### src/rtl/core/g2l_pkg.sv
// ----------------------------------------------------------------------------
// g2l_pkg
// shared types, constants and the per-year lunar rom for the date converter
// ----------------------------------------------------------------------------
package g2l_pkg;

  localparam int unsigned TableYears = 202;
  localparam int unsigned IdxW = 8;
  localparam logic [11:0] BaseYear = 12'd1899;
  localparam logic [11:0] LastYear = 12'd2100;

  typedef struct packed {
    logic load;
    logic prep;
    logic step;
  } g2l_cmd_t;

  typedef struct packed {
    logic hit;
    logic last;
  } g2l_sts_t;

  function automatic logic [27:0] rom_word(input logic [IdxW-1:0] i);
    logic [27:0] w;
    unique case (i)
      8'd0: w = 28'hAB500D2; 8'd1: w = 28'h4BD0883; 8'd2: w = 28'h4AE00DB;
      8'd3: w = 28'hA5700D0; 8'd4: w = 28'h54D0581; 8'd5: w = 28'hD2600D8;
      8'd6: w = 28'hD9500CC; 8'd7: w = 28'h655147D; 8'd8: w = 28'h56A00D5;
      8'd9: w = 28'h9AD00CA; 8'd10: w = 28'h55D027A; 8'd11: w = 28'h4AE00D2;
      8'd12: w = 28'hA5B0682; 8'd13: w = 28'hA4D00DA; 8'd14: w = 28'hD2500CE;
      8'd15: w = 28'hD25157E; 8'd16: w = 28'hB5500D6; 8'd17: w = 28'h56A00CC;
      8'd18: w = 28'hADA027B; 8'd19: w = 28'h95B00D3; 8'd20: w = 28'h49717C9;
      8'd21: w = 28'h49B00DC; 8'd22: w = 28'hA4B00D0; 8'd23: w = 28'hB4B0580;
      8'd24: w = 28'h6A500D8; 8'd25: w = 28'h6D400CD; 8'd26: w = 28'hAB5147C;
      8'd27: w = 28'h2B600D5; 8'd28: w = 28'h95700CA; 8'd29: w = 28'h52F027B;
      8'd30: w = 28'h49700D2; 8'd31: w = 28'h6560682; 8'd32: w = 28'hD4A00D9;
      8'd33: w = 28'hEA500CE; 8'd34: w = 28'h6A9157E; 8'd35: w = 28'h5AD00D6;
      8'd36: w = 28'h2B600CC; 8'd37: w = 28'h86E137C; 8'd38: w = 28'h92E00D3;
      8'd39: w = 28'hC8D1783; 8'd40: w = 28'hC9500DB; 8'd41: w = 28'hD4A00D0;
      8'd42: w = 28'hD8A167F; 8'd43: w = 28'hB5500D7; 8'd44: w = 28'h56A00CD;
      8'd45: w = 28'hA5B147D; 8'd46: w = 28'h25D00D5; 8'd47: w = 28'h92D00CA;
      8'd48: w = 28'hD2B027A; 8'd49: w = 28'hA9500D2; 8'd50: w = 28'hB550781;
      8'd51: w = 28'h6CA00D9; 8'd52: w = 28'hB5500CE; 8'd53: w = 28'h535157F;
      8'd54: w = 28'h4DA00D6; 8'd55: w = 28'hA5B00CB; 8'd56: w = 28'h457037C;
      8'd57: w = 28'h52B00D4; 8'd58: w = 28'hA9A0883; 8'd59: w = 28'hE9500DA;
      8'd60: w = 28'h6AA00D0; 8'd61: w = 28'hAEA0680; 8'd62: w = 28'hAB500D7;
      8'd63: w = 28'h4B600CD; 8'd64: w = 28'hAAE047D; 8'd65: w = 28'hA5700D5;
      8'd66: w = 28'h52600CA; 8'd67: w = 28'hF260379; 8'd68: w = 28'hD9500D1;
      8'd69: w = 28'h5B50782; 8'd70: w = 28'h56A00D9; 8'd71: w = 28'h96D00CE;
      8'd72: w = 28'h4DD057F; 8'd73: w = 28'h4AD00D7; 8'd74: w = 28'hA4D00CB;
      8'd75: w = 28'hD4D047B; 8'd76: w = 28'hD2500D3; 8'd77: w = 28'hD550883;
      8'd78: w = 28'hB5400DA; 8'd79: w = 28'hB6A00CF; 8'd80: w = 28'h95A1680;
      8'd81: w = 28'h95B00D8; 8'd82: w = 28'h49B00CD; 8'd83: w = 28'hA97047D;
      8'd84: w = 28'hA4B00D5; 8'd85: w = 28'hB270ACA; 8'd86: w = 28'h6A500DC;
      8'd87: w = 28'h6D400D1; 8'd88: w = 28'hAF40681; 8'd89: w = 28'hAB600D9;
      8'd90: w = 28'h93700CE; 8'd91: w = 28'h4AF057F; 8'd92: w = 28'h49700D7;
      8'd93: w = 28'h64B00CC; 8'd94: w = 28'h74A037B; 8'd95: w = 28'hEA500D2;
      8'd96: w = 28'h6B50883; 8'd97: w = 28'h5AC00DB; 8'd98: w = 28'hAB600CF;
      8'd99: w = 28'h96D0580; 8'd100: w = 28'h92E00D8; 8'd101: w = 28'hC9600CD;
      8'd102: w = 28'hD95047C; 8'd103: w = 28'hD4A00D4; 8'd104: w = 28'hDA500C9;
      8'd105: w = 28'h755027A; 8'd106: w = 28'h56A00D1; 8'd107: w = 28'hABB0781;
      8'd108: w = 28'h25D00DA; 8'd109: w = 28'h92D00CF; 8'd110: w = 28'hCAB057E;
      8'd111: w = 28'hA9500D6; 8'd112: w = 28'hB4A00CB; 8'd113: w = 28'hBAA047B;
      8'd114: w = 28'hAD500D2; 8'd115: w = 28'h55D0983; 8'd116: w = 28'h4BA00DB;
      8'd117: w = 28'hA5B00D0; 8'd118: w = 28'h5171680; 8'd119: w = 28'h52B00D8;
      8'd120: w = 28'hA9300CD; 8'd121: w = 28'h795047D; 8'd122: w = 28'h6AA00D4;
      8'd123: w = 28'hAD500C9; 8'd124: w = 28'h5B5027A; 8'd125: w = 28'h4B600D2;
      8'd126: w = 28'h96E0681; 8'd127: w = 28'hA4E00D9; 8'd128: w = 28'hD2600CE;
      8'd129: w = 28'hEA6057E; 8'd130: w = 28'hD5300D5; 8'd131: w = 28'h5AA00CB;
      8'd132: w = 28'h76A037B; 8'd133: w = 28'h96D00D3; 8'd134: w = 28'h4AB0B83;
      8'd135: w = 28'h4AD00DB; 8'd136: w = 28'hA4D00D0; 8'd137: w = 28'hD0B1680;
      8'd138: w = 28'hD2500D7; 8'd139: w = 28'hD5200CC; 8'd140: w = 28'hDD4057C;
      8'd141: w = 28'hB5A00D4; 8'd142: w = 28'h56D00C9; 8'd143: w = 28'h55B027A;
      8'd144: w = 28'h49B00D2; 8'd145: w = 28'hA570782; 8'd146: w = 28'hA4B00D9;
      8'd147: w = 28'hAA500CE; 8'd148: w = 28'hB25157E; 8'd149: w = 28'h6D200D6;
      8'd150: w = 28'hADA00CA; 8'd151: w = 28'h4B6137B; 8'd152: w = 28'h93700D3;
      8'd153: w = 28'h49F08C9; 8'd154: w = 28'h49700DB; 8'd155: w = 28'h64B00D0;
      8'd156: w = 28'h68A1680; 8'd157: w = 28'hEA500D7; 8'd158: w = 28'h6AA00CC;
      8'd159: w = 28'hA6C147C; 8'd160: w = 28'hAAE00D4; 8'd161: w = 28'h92E00CA;
      8'd162: w = 28'hD2E0379; 8'd163: w = 28'hC9600D1; 8'd164: w = 28'hD550781;
      8'd165: w = 28'hD4A00D9; 8'd166: w = 28'hDA400CD; 8'd167: w = 28'h5D5057E;
      8'd168: w = 28'h56A00D6; 8'd169: w = 28'hA6C00CB; 8'd170: w = 28'h55D047B;
      8'd171: w = 28'h52D00D3; 8'd172: w = 28'hA9B0883; 8'd173: w = 28'hA9500DB;
      8'd174: w = 28'hB4A00CF; 8'd175: w = 28'hB6A067F; 8'd176: w = 28'hAD500D7;
      8'd177: w = 28'h55A00CD; 8'd178: w = 28'hABA047C; 8'd179: w = 28'hA5A00D4;
      8'd180: w = 28'h52B00CA; 8'd181: w = 28'hB27037A; 8'd182: w = 28'h69300D1;
      8'd183: w = 28'h7330781; 8'd184: w = 28'h6AA00D9; 8'd185: w = 28'hAD500CE;
      8'd186: w = 28'h4B5157E; 8'd187: w = 28'h4B600D6; 8'd188: w = 28'hA5700CB;
      8'd189: w = 28'h54E047C; 8'd190: w = 28'hD1600D2; 8'd191: w = 28'hE960882;
      8'd192: w = 28'hD5200DA; 8'd193: w = 28'hDAA00CF; 8'd194: w = 28'h6AA167F;
      8'd195: w = 28'h56D00D7; 8'd196: w = 28'h4AE00CD; 8'd197: w = 28'hA9D047D;
      8'd198: w = 28'hA2D00D4; 8'd199: w = 28'hD1500C9; 8'd200: w = 28'hF250279;
      8'd201: w = 28'hD5200D1;
      default: w = '0;
    endcase
    return w;
  endfunction

  // days before the first of month m (1..12), leap february added by caller
  function automatic logic [8:0] days_before(input logic [3:0] m);
    logic [8:0] r;
    unique case (m)
      4'd1: r = 9'd0;    4'd2: r = 9'd31;   4'd3: r = 9'd59;   4'd4: r = 9'd90;
      4'd5: r = 9'd120;  4'd6: r = 9'd151;  4'd7: r = 9'd181;  4'd8: r = 9'd212;
      4'd9: r = 9'd243;  4'd10: r = 9'd273; 4'd11: r = 9'd304; 4'd12: r = 9'd334;
      default: r = 9'd0;
    endcase
    return r;
  endfunction

  function automatic logic is_leap(input logic [11:0] y);
    logic c;
    c = (y == 12'd1900) || (y == 12'd2100);
    return (y[1:0] == 2'b00) && !c;
  endfunction

endpackage

### src/rtl/core/g2l_ctrl.sv
// ----------------------------------------------------------------------------
// g2l_ctrl
// sequencer for the month walk: load, prep, step one month a cycle, report
// ----------------------------------------------------------------------------
module g2l_ctrl (
  input  logic              clk,
  input  logic              rst_n,
  input  logic              start,
  input  g2l_pkg::g2l_sts_t sts,
  output g2l_pkg::g2l_cmd_t cmd,
  output logic              busy,
  output logic              done
);
  import g2l_pkg::*;

  typedef enum logic [1:0] {S_IDLE, S_PREP, S_WALK, S_DONE} state_t;
  state_t state_r, state_nxt;

  always_comb begin
    state_nxt = state_r;
    unique case (state_r)
      S_IDLE: if (start) state_nxt = S_PREP;
      S_PREP: state_nxt = S_WALK;
      S_WALK: if (sts.hit || sts.last) state_nxt = S_DONE;
      S_DONE: state_nxt = S_IDLE;
      default: state_nxt = S_IDLE;
    endcase
  end

  always_ff @(posedge clk) begin
    if (!rst_n) state_r <= S_IDLE;
    else state_r <= state_nxt;
  end

  assign cmd.load = (state_r == S_IDLE) && start;
  assign cmd.prep = (state_r == S_PREP);
  assign cmd.step = (state_r == S_WALK);
  assign busy = (state_r != S_IDLE);
  assign done = (state_r == S_DONE);

endmodule

### config.mk
export PLATFORM = sky130hd
export DESIGN_NAME = g2l_ctrl
export DESIGN_NICKNAME = d
export VERILOG_FILES = /design/src/rtl/core/g2l_pkg.sv /design/src/rtl/core/g2l_ctrl.sv
export SDC_FILE = /design/constraint.sdc
export NUM_CORES = 1
export LEC_CHECK = 0
export ABC_AREA = 0
export BUFFER_PORTS_ARGS = -buffer_cell sky130_fd_sc_hd__buf_2
export CORE_AREA = 2 2 39 41
export CTS_BUF_LIST = sky130_fd_sc_hd__clkbuf_8
export DETAILED_ROUTE_END_ITERATION = 10
export DIE_AREA = 0 0 41 43
export PLACE_DENSITY = 0.3
export SLEW_MARGIN = 30
export SYNTH_ARGS = -nofsm -noshare
export SYNTH_HDL_FRONTEND = slang
export SYNTH_SLANG_ARGS = --single-unit
### constraint.sdc
create_clock -name clk -period 1.25 [get_ports clk]
set_input_delay 0 -clock clk [delete_from_list [all_inputs] [get_ports clk]]
set_output_delay 0 -clock clk [all_outputs]
set_load 0.02 [all_outputs]
==> results of run 1 <==
[worst register-to-register path: stages (launching register included)]
cell and delay, ns:
dfxtp_2 0.34, inv_1 0.08, ha_1 0.20, inv_2 0.08, a2bb2oi_4 0.16, mux2i_1 0.20
[metal layers]
layer | GRT usage | wire, um
met4 | 0.0600 | 0
met5 | 0 | 0
met3 | 0.0314 | 39
met1 | 0.0575 | 137
met2 | 0.0719 | 188
[through the flow]
stage	util	instance area [sq um]
global route	0.221	305
floorplan	-	179
detailed placement	0.182	251
finish	0.221	305
global placement	0.182	251
CTS	0.212	293
[cell usage in the layout, fill, tap and decap left out, drive strengths merged]
cell,count
o21ai,1
a2bb2oi,1
nor2,1
dfxtp,2
buf,10
nand2,3
clkbuf,3
and2,1
inv,3
mux2i,2
ha,5
[power by group through the flow]
stage          combinational (W)  sequential [W]  clock (W)
6_report                0.000458        0.000123   0.000249
5_1_grt                 0.000513        0.000127   0.000264
4_1_cts                 0.000426        0.000120   0.000258
3_5_place_dp            0.000425        0.000121          0
3_3_place_gp            0.000426        0.000122          0
2_1_floorplan           0.000307        0.000120          0
[cells by family (layout without fill, tap and decap cells)]
group	after synthesis	in the layout
fa+ha+maj	5	5
simple gates	5	5
buf+inv	3	16
compound gates	2	2
mux	2	2
flops	2	2
[what timing repair did]
item                                    CTS  global route
hold endpoints to repair                  0             0
resized for setup                         0             2
endpoints found under the setup margin    0             3
[layout make-up]
type | instances | area share
multi-input cells | 14 | 0.455
repair buffers | 10 | 0.172
flip-flops and latches | 2 | 0.135
clock buffers | 3 | 0.135
well taps | 16 | 0.0656
inverters | 3 | 0.0369
[final timing paths]
kind                                   to  slack (ns)               startpoint
setup / recovery                   cmd[2]        0.11  state_r[1]$_SDFFE_PN0P_
hold reg to reg   state_r[1]$_SDFFE_PN0P_        0.48  state_r[1]$_SDFFE_PN0P_
hold / removal    state_r[1]$_SDFFE_PN0P_        0.08                    rst_n
setup reg to reg  state_r[0]$_SDFFE_PN0P_        0.11  state_r[1]$_SDFFE_PN0P_
==> results.yml, run 1 <==
clock_tree:
  cts_sinks: 2
  cts_setup_buffers: 0
  cts.reportedPaths.clkPinSlew_ns: 0.03
  cts_buffer_depth: 2
  hold_buffers: 0
  root_buffer: "clkbuf_8"
  cts_tree: "yes"
  worstSkewPairLatency_ns: 0.21
  cts_htree_levels: 1
  cts-buffers-inserted: 3
timing:
  period_share: 0.915
  hold_violations: 0
  finalSetupViolCount: 0
  worst_slack_ns: 0.106
  max_freq_ghz: 0.874
  rsz0062_at_grt: "false"
  worstMarginPinSlew_ns: 0.153
  max_slew_margin: 0.897
  whs_ns: 0.0791
  finalMaxSlewViolations: 0
  setup_tns_ns: 0
  clock_skew_ns: 0.00133
  finalCriticalPeriod_ns: 1.14
yosys:
  synth-simple-area-share: 0.140
  syn_inst: 19
  synth_top_family_by_area: "adder cells"
  ys_top_cells_by_count: "ha_1, nand2_1, dfxtp_1, inv_1, mux2i_1"
  yosysWarnings: 0
  syn-cell-area_sq_um: 179
  synth_top_area_frac: 0.350
  yosysMostFrequentCell: "ha_1"
  avgSynthCellArea_sq_um: 9.42
  ys_types: 10
  yosys-top-cells-area: "ha_1, dfxtp_1, mux2i_1"
  synthFlopType: "dfxtp_1"
  synth_edf_count: 0
  async_flop_share: 0
  synth_nets: 29
  ys_seq_area_frac: 0.224
  synth-seq-cells: 2
  synth_top_cell_by_area: "ha_1"
  synthMuxAreaShare: 0.112
  yosys.area_share.adder: 0.350
  synthXorXnorAreaFrac: 0
  synth_compound_area_frac: 0.112
power_and_ir_drop:
  p_per_area_nw_per_um2: 2720
  combPwrFrac: 0.552
  switching_share: 0.392
  power_frac_seq: 0.148
  p_clk_frac: 0.300
  p_leak_nw: 0.165
  totalPowerFinal_w: 0.000829
  switchingPower_w: 0.000325
  ir_worst_vdd_v: 0.000466
  p_int_w: 0.000504
global_route:
  grt_pass1_vias: 176
  gr-usage-all-layers: 0.0561
  antenna_found_initial: 0
  grt-ovfl-total: 0
  grt_pass1_wl_um: 614
  grt_max_degree: 5
place:
  portBuffers: 9
  dp_slack_ns: 0.0316
  dp_cells: 45
  gp_congestion: 0.591
  dp_hpwl_um: 303
critical_path:
  worstPathArrival_ns: 1.14
  crit_family: "flip-flops"
  critPathMaxStageDelay_ns: 0.34
  worstRegToRegCells: 5
  cp_slowest_cell: "dfxtp_2"
  start_kind: "register"
  path_class: "register to output port"
  cp-end-kind: "output port"
  crit_chain: "inv_1, ha_1, and2_2, buf_2"
  worstPathRequired_ns: 1.25
  cp_num_cells: 4
  critPathBufInv: 2
  cp_max_fo: 4
finish:
  area_growth_pct: 70.6
  layout.nets: 44
  nFillCells: 158
  stdcell_count: 48
  num_antenna_cells: 0
  largest_register_ffs: 2
  largest_registers: "state_r (2)"
  multiInputGateArea_sq_um: 139
  top_register: "state_r"
  drive_above_1_share: 0.563
  register_area_sq_um: 41.3
drt:
  wl_um: 365
  drt_iter0_markers: 0
  ant_nets: 0
  drt_drc_violations_left: 0
  wire_per_inst_um: 7.60
  drt-vias-per-instance: 3.40
  via_count: 163
  drt_first_pass_iters: 1
worst_hold_path:
  whs_path_depth: 3
  min_path_type: "input pin to register"
die:
  ios: 10
  die_h_um: 43
  die-area_sq_um: 1760
  rows: 14
  start_util: 0.129
  die_x_um: 41
  core_sq_um: 1380
flow_run:
  cap_violations: 0
outcome:
  status: "finished, final reports clean"
No activity file was read; power rests on OpenSTA's default activity.
==> inputs of run 2 (changes only) <==
Settings changed: BUFFER_PORTS_ARGS -buffer_cell sky130_fd_sc_hd__buf_2 to not set, DONT_BUFFER_PORTS set to 1.
==> run 2 against run 1 <==
Critical path depth grew 1. Maximum frequency down 1.3%. Flip-flop and latch count unchanged. Global-route usage fell by 0.30 points. Largest power group unchanged.
==> results.yml, run 2 (same netlist as run 1, synthesis figures left out) <==
finish:
  final_cell_mix: "ha_1, nand2_1, clkbuf_8, buf_4"
  final_util: 0.198
  num_antenna_cells: 0
  layout.nets: 38
  stdcell_count: 42
  largest_register_ffs: 2
  final_area_sq_um: 274
  top_register: "state_r"
  final_common_cell: "ha_1"
  largest_registers: "state_r (2)"
  drive_above_1_share: 0.423
  area_growth_pct: 53.1
die:
  rows: 14
  die_x_um: 41
  die-area_sq_um: 1760
  ios: 10
  die_h_um: 43
  core_sq_um: 1380
  start_util: 0.129
drt:
  drt_drc_violations_left: 0
  met2_length_um: 156
  drt_iter0_markers: 0
  wl_met1_um: 127
  wl_um: 353
  dr_wl_met3_um: 44
  dr.max_layer_used: "met4"
  drt_first_pass_iters: 1
  ant_nets: 0
  wire_per_inst_um: 8.40
  via_count: 153
  drt-vias-per-instance: 3.64
critical_path:
  r2r-end: "state_r[0]$_SDFFE_PN0P_"
  ff2ff_setup_slack_ns: 0.09
  path_class: "register to register"
  worstRegToRegCells: 5
  start_kind: "register"
  crit_start: "state_r[1]$_SDFFE_PN0P_"
  cp-end-kind: "register"
  cp_max_fo: 4
  worstPathRequired_ns: 1.38
  worstPathArrival_ns: 1.29
  r2r_start: "state_r[1]$_SDFFE_PN0P_"
worst_hold_path:
  min_path_type: "input pin to register"
  hold_start: "start"
  whs_path_depth: 2
  hold_path_end: "state_r[1]$_SDFFE_PN0P_"
clock_tree:
  worstSkewPairLatency_ns: 0.21
  cts_tree: "yes"
  cts-buffers-inserted: 3
  root_buffer: "clkbuf_8"
  cts_buffer_depth: 2
  cts_htree_levels: 1
  cts.reportedPaths.clkPinSlew_ns: 0.03
  cts_setup_buffers: 0
  cts_sinks: 2
place:
  post_dp_cell_area_sq_um: 221
  gp_congestion: 0.525
  dp_hpwl_um: 288
  portBuffers: 0
  dp_cells: 38
global_route:
  grt-ovfl-total: 0
  grt_pass1_vias: 139
  grt_pass1_wl_um: 517
  grt_max_degree: 5
  antenna_found_initial: 0
  gr-usage-all-layers: 0.0531
timing:
  max_freq_ghz: 0.862
  max_slew_margin: 0.856
  finalMaxSlewViolations: 0
  hold_violations: 0
  finalCriticalPeriod_ns: 1.16
  worstMarginPinSlew_ns: 0.216
  finalSetupViolCount: 0
  clock_skew_ns: 0.00267
  setup_tns_ns: 0
  period_share: 0.928
  rsz0062_at_grt: "false"
outcome:
  status: "finished, final reports clean"
flow_run:
  cap_violations: 0
power_and_ir_drop:
  p_leak_nw: 0.135
  totalPowerFinal_w: 0.000793
  p_per_area_nw_per_um2: 2890
  ir_worst_vdd_v: 0.000447
==> run 2: cell count changes in the layout (fill, tap and decap cells not counted) <==
cell,delta
a2bb2oi_4,-1
dlygate4sd3_1,+1
buf_2,-9
buf_4,+2
a2bb2oi_2,+1
==> run 2: worst max path at each step <==
stage | end | slack, ns | cells after the start
final | state_r[0]$_SDFFE_PN0P_ | 0.09 | 5
after global routing | state_r[1]$_SDFFE_PN0P_ | 0.02 | 5
after CTS | state_r[0]$_SDFFE_PN0P_ | 0.02 | 5
after detailed placement | state_r[0]$_SDFFE_PN0P_ | 0.03 | 5
after global placement | state_r[0]$_SDFFE_PN0P_ | 0.02 | 5
after floorplan | state_r[0]$_SDFFE_PN0P_ | 0.07 | 5
==> run 2: final cells by class <==
| class | count | area (sq um) |
|---|---|---|
| fill | 165 | 1110 |
| multi-input combinational | 14 | 128 |
| sequential | 2 | 41.3 |
| clock buffer | 3 | 41.3 |
| timing repair buffer | 4 | 32.5 |
| tap | 16 | 20.0 |
| inverter | 3 | 11.3 |
==> run 2: repair_timing <==
action / CTS / global route
hold buffers: 1 / 0
endpoints found under the hold margin: 2 / 0
resized for setup: 0 / 1
setup endpoints to repair: 0 / 2
==> run 2: per-stage QoR <==
step	setup slack [ns]	hold WS [ns]
global placement	0.0213	0.169
CTS	0.0237	0.0985
floorplan	0.0657	0.146
global route	0.0168	0.0994
detailed placement	0.0323	0.166
finish	0.0903	0.0917
==> run 2: metal layers <==
layer | vias to the layer above | track usage
li1 | 75 | -
met1 | 66 | 0.0351
met2 | 8 | 0.0656
met3 | 4 | 0.0471
met4 | 0 | 0.0800
met5 | - | 0
==> run 2: worst max-delay path, stage by stage, from the launching register on <==
cell and delay (ns):
dfxtp_2 0.33, inv_1 0.08, ha_1 0.20, inv_2 0.06, a2bb2oi_2 0.19, mux2i_1 0.21
==> run 2: report_power, final <==
part           internal (W)  switching [W]
Clock              0.000203      0.0000492
Combinational      0.000183       0.000238
Sequential        0.0000990      0.0000210
Total              0.000485       0.000308
==> inputs of run 3 (changes only) <==
Settings changed: RECOVER_POWER set to 50.
==> run 3 against run 2 <==
Largest cell class unchanged. Highest routed layer unchanged. Critical path depth is the same. Register-to-register slack is essentially flat. Wire length shrank 0.85%. Die area is the same. Via count shrank 0.65%. Clock power is essentially flat.
==> results.yml, run 3 (same netlist as run 1, synthesis figures left out) <==
global_route:
  grt_busiest_layer: "met4"
  use_met1: 0.0351
  grt_max_degree: 5
  antenna_found_initial: 0
  grt_pass1_vias: 139
  grt-ovfl-total: 0
  grt_util_met2: 0.0656
  grt_util_met3: 0.0471
  gr-usage-all-layers: 0.0531
  grt_pass1_wl_um: 517
timing:
  clock_skew_ns: 0.00267
  worstMarginPinSlew_ns: 0.247
  finalSetupViolCount: 0
  period_share: 0.927
  worst_slack_ns: 0.0908
  rsz0062_at_grt: "false"
  setup_tns_ns: 0
  whs_ns: 0.0916
  finalCriticalPeriod_ns: 1.16
  max_freq_ghz: 0.863
  hold_violations: 0
  finalMaxSlewViolations: 0
  max_slew_margin: 0.836
clock_tree:
  cts-buffers-inserted: 3
  cts_buffer_depth: 2
  cts_setup_buffers: 0
  root_buffer: "clkbuf_8"
  cts_sinks: 2
  cts_htree_levels: 1
  worstSkewPairLatency_ns: 0.21
  cts.reportedPaths.clkPinSlew_ns: 0.03
  cts_tree: "yes"
critical_path:
  worstPathArrival_ns: 1.29
  worstRegToRegCells: 5
  r2r-end: "state_r[0]$_SDFFE_PN0P_"
  cp-end-kind: "register"
  r2r_start: "state_r[1]$_SDFFE_PN0P_"
  start_kind: "register"
  ff2ff_setup_slack_ns: 0.09
  cp_max_fo: 4
  path_class: "register to register"
  worstPathRequired_ns: 1.38
die:
  die_x_um: 41
  rows: 14
  die_h_um: 43
  ios: 10
  die-area_sq_um: 1760
  start_util: 0.129
  core_sq_um: 1380
outcome:
  status: "finished, final reports clean"
power_and_ir_drop:
  ir_worst_vdd_v: 0.000443
  power_frac_seq: 0.155
  switchingPower_w: 0.000306
  p_per_area_nw_per_um2: 2890
  p_clk_frac: 0.328
  switching_share: 0.398
  p_leak_nw: 0.127
  combPwrFrac: 0.517
  totalPowerFinal_w: 0.000770
  p_int_w: 0.000464
finish:
  area_growth_pct: 49.0
  num_antenna_cells: 0
  layout.nets: 38
  final_common_cell: "ha_1"
  top_register: "state_r"
  final_cell_mix: "ha_1, nand2_1, clkbuf_8"
  drive_above_1_share: 0.346
  largest_registers: "state_r (2)"
  final_util: 0.193
  largest_register_ffs: 2
drt:
  drt-vias-per-instance: 3.62
  drt_first_pass_iters: 1
  drt_drc_violations_left: 0
  wire_per_inst_um: 8.33
  drt_iter0_markers: 0
  via_count: 152
  ant_nets: 0
  wl_um: 350
place:
  portBuffers: 0
  dp_slack_ns: 0.0323
  gp_congestion: 0.525
  dp_hpwl_um: 288
worst_hold_path:
  hold_start: "start"
  hold_path_end: "state_r[1]$_SDFFE_PN0P_"
  min_path_type: "input pin to register"
  whs_path_depth: 2
flow_run:
  cap_violations: 0
[run 3: cell count changes in the layout (fill, tap and decap cells not counted), sizes merged]
cell and change:
buf -2, clkbuf +2
[run 3: metrics by stage]
step,std cells,area (sq um)
3_5_place_dp,38,221
5_1_grt,42,267
6_report,42,267
2_1_floorplan,19,179
4_1_cts,42,273
3_3_place_gp,38,221
[run 3: power by group through the flow]
stage | clock network [W] | registers [W] | logic, W
after floorplan | 0 | 0.000120 | 0.000307
after global placement | 0 | 0.000117 | 0.000426
after detailed placement | 0 | 0.000118 | 0.000427
after CTS | 0.000260 | 0.000117 | 0.000430
after global routing | 0.000265 | 0.000127 | 0.000441
final | 0.000253 | 0.000119 | 0.000398
[run 3: worst max path at each step]
| stage | start | cells past startpoint | end | slack [ns] |
|---|---|---|---|---|
| finish | state_r[1]$_SDFFE_PN0P_ | 5 | state_r[0]$_SDFFE_PN0P_ | 0.09 |
| global route | state_r[1]$_SDFFE_PN0P_ | 5 | state_r[1]$_SDFFE_PN0P_ | 0.02 |
| CTS | state_r[1]$_SDFFE_PN0P_ | 5 | state_r[0]$_SDFFE_PN0P_ | 0.02 |
| detailed placement | state_r[1]$_SDFFE_PN0P_ | 5 | state_r[0]$_SDFFE_PN0P_ | 0.03 |
| global placement | state_r[1]$_SDFFE_PN0P_ | 5 | state_r[0]$_SDFFE_PN0P_ | 0.02 |
| floorplan | state_r[0]$_SDFFE_PN0P_ | 5 | state_r[0]$_SDFFE_PN0P_ | 0.07 |
[run 3: area by class of cell]
cell class                      instances  area (sq um)
Clock buffer                            3          41.3
Fill cell                             168          1120
Inverter                                3          11.3
Multi-Input combinational cell         14           128
Sequential cell                         2          41.3
Tap cell                               16          20.0
Timing Repair Buffer                    4          25.0
[run 3: timing repair]
action	in CTS	in global routing
endpoints found under the setup margin	0	2
resized for setup	0	1
endpoints found under the hold margin	2	0
hold buffers	1	0
[run 3: worst max-delay path, stage by stage, from the launching register on]
cell	delay, ns
dfxtp_2	0.33
inv_1	0.08
ha_1	0.20
inv_2	0.06
a2bb2oi_2	0.19
mux2i_1	0.21
[run 3: routing by layer]
| metal | part of all wire | vias up | wire length (um) |
|---|---|---|---|
| met1 | 0.35 | 65 | 123 |
| li1 | - | 75 | - |
| met4 | 0.066 | 0 | 23 |
| met2 | 0.45 | 8 | 157 |
| met5 | 0 | - | 0 |
| met3 | 0.13 | 4 | 45 |
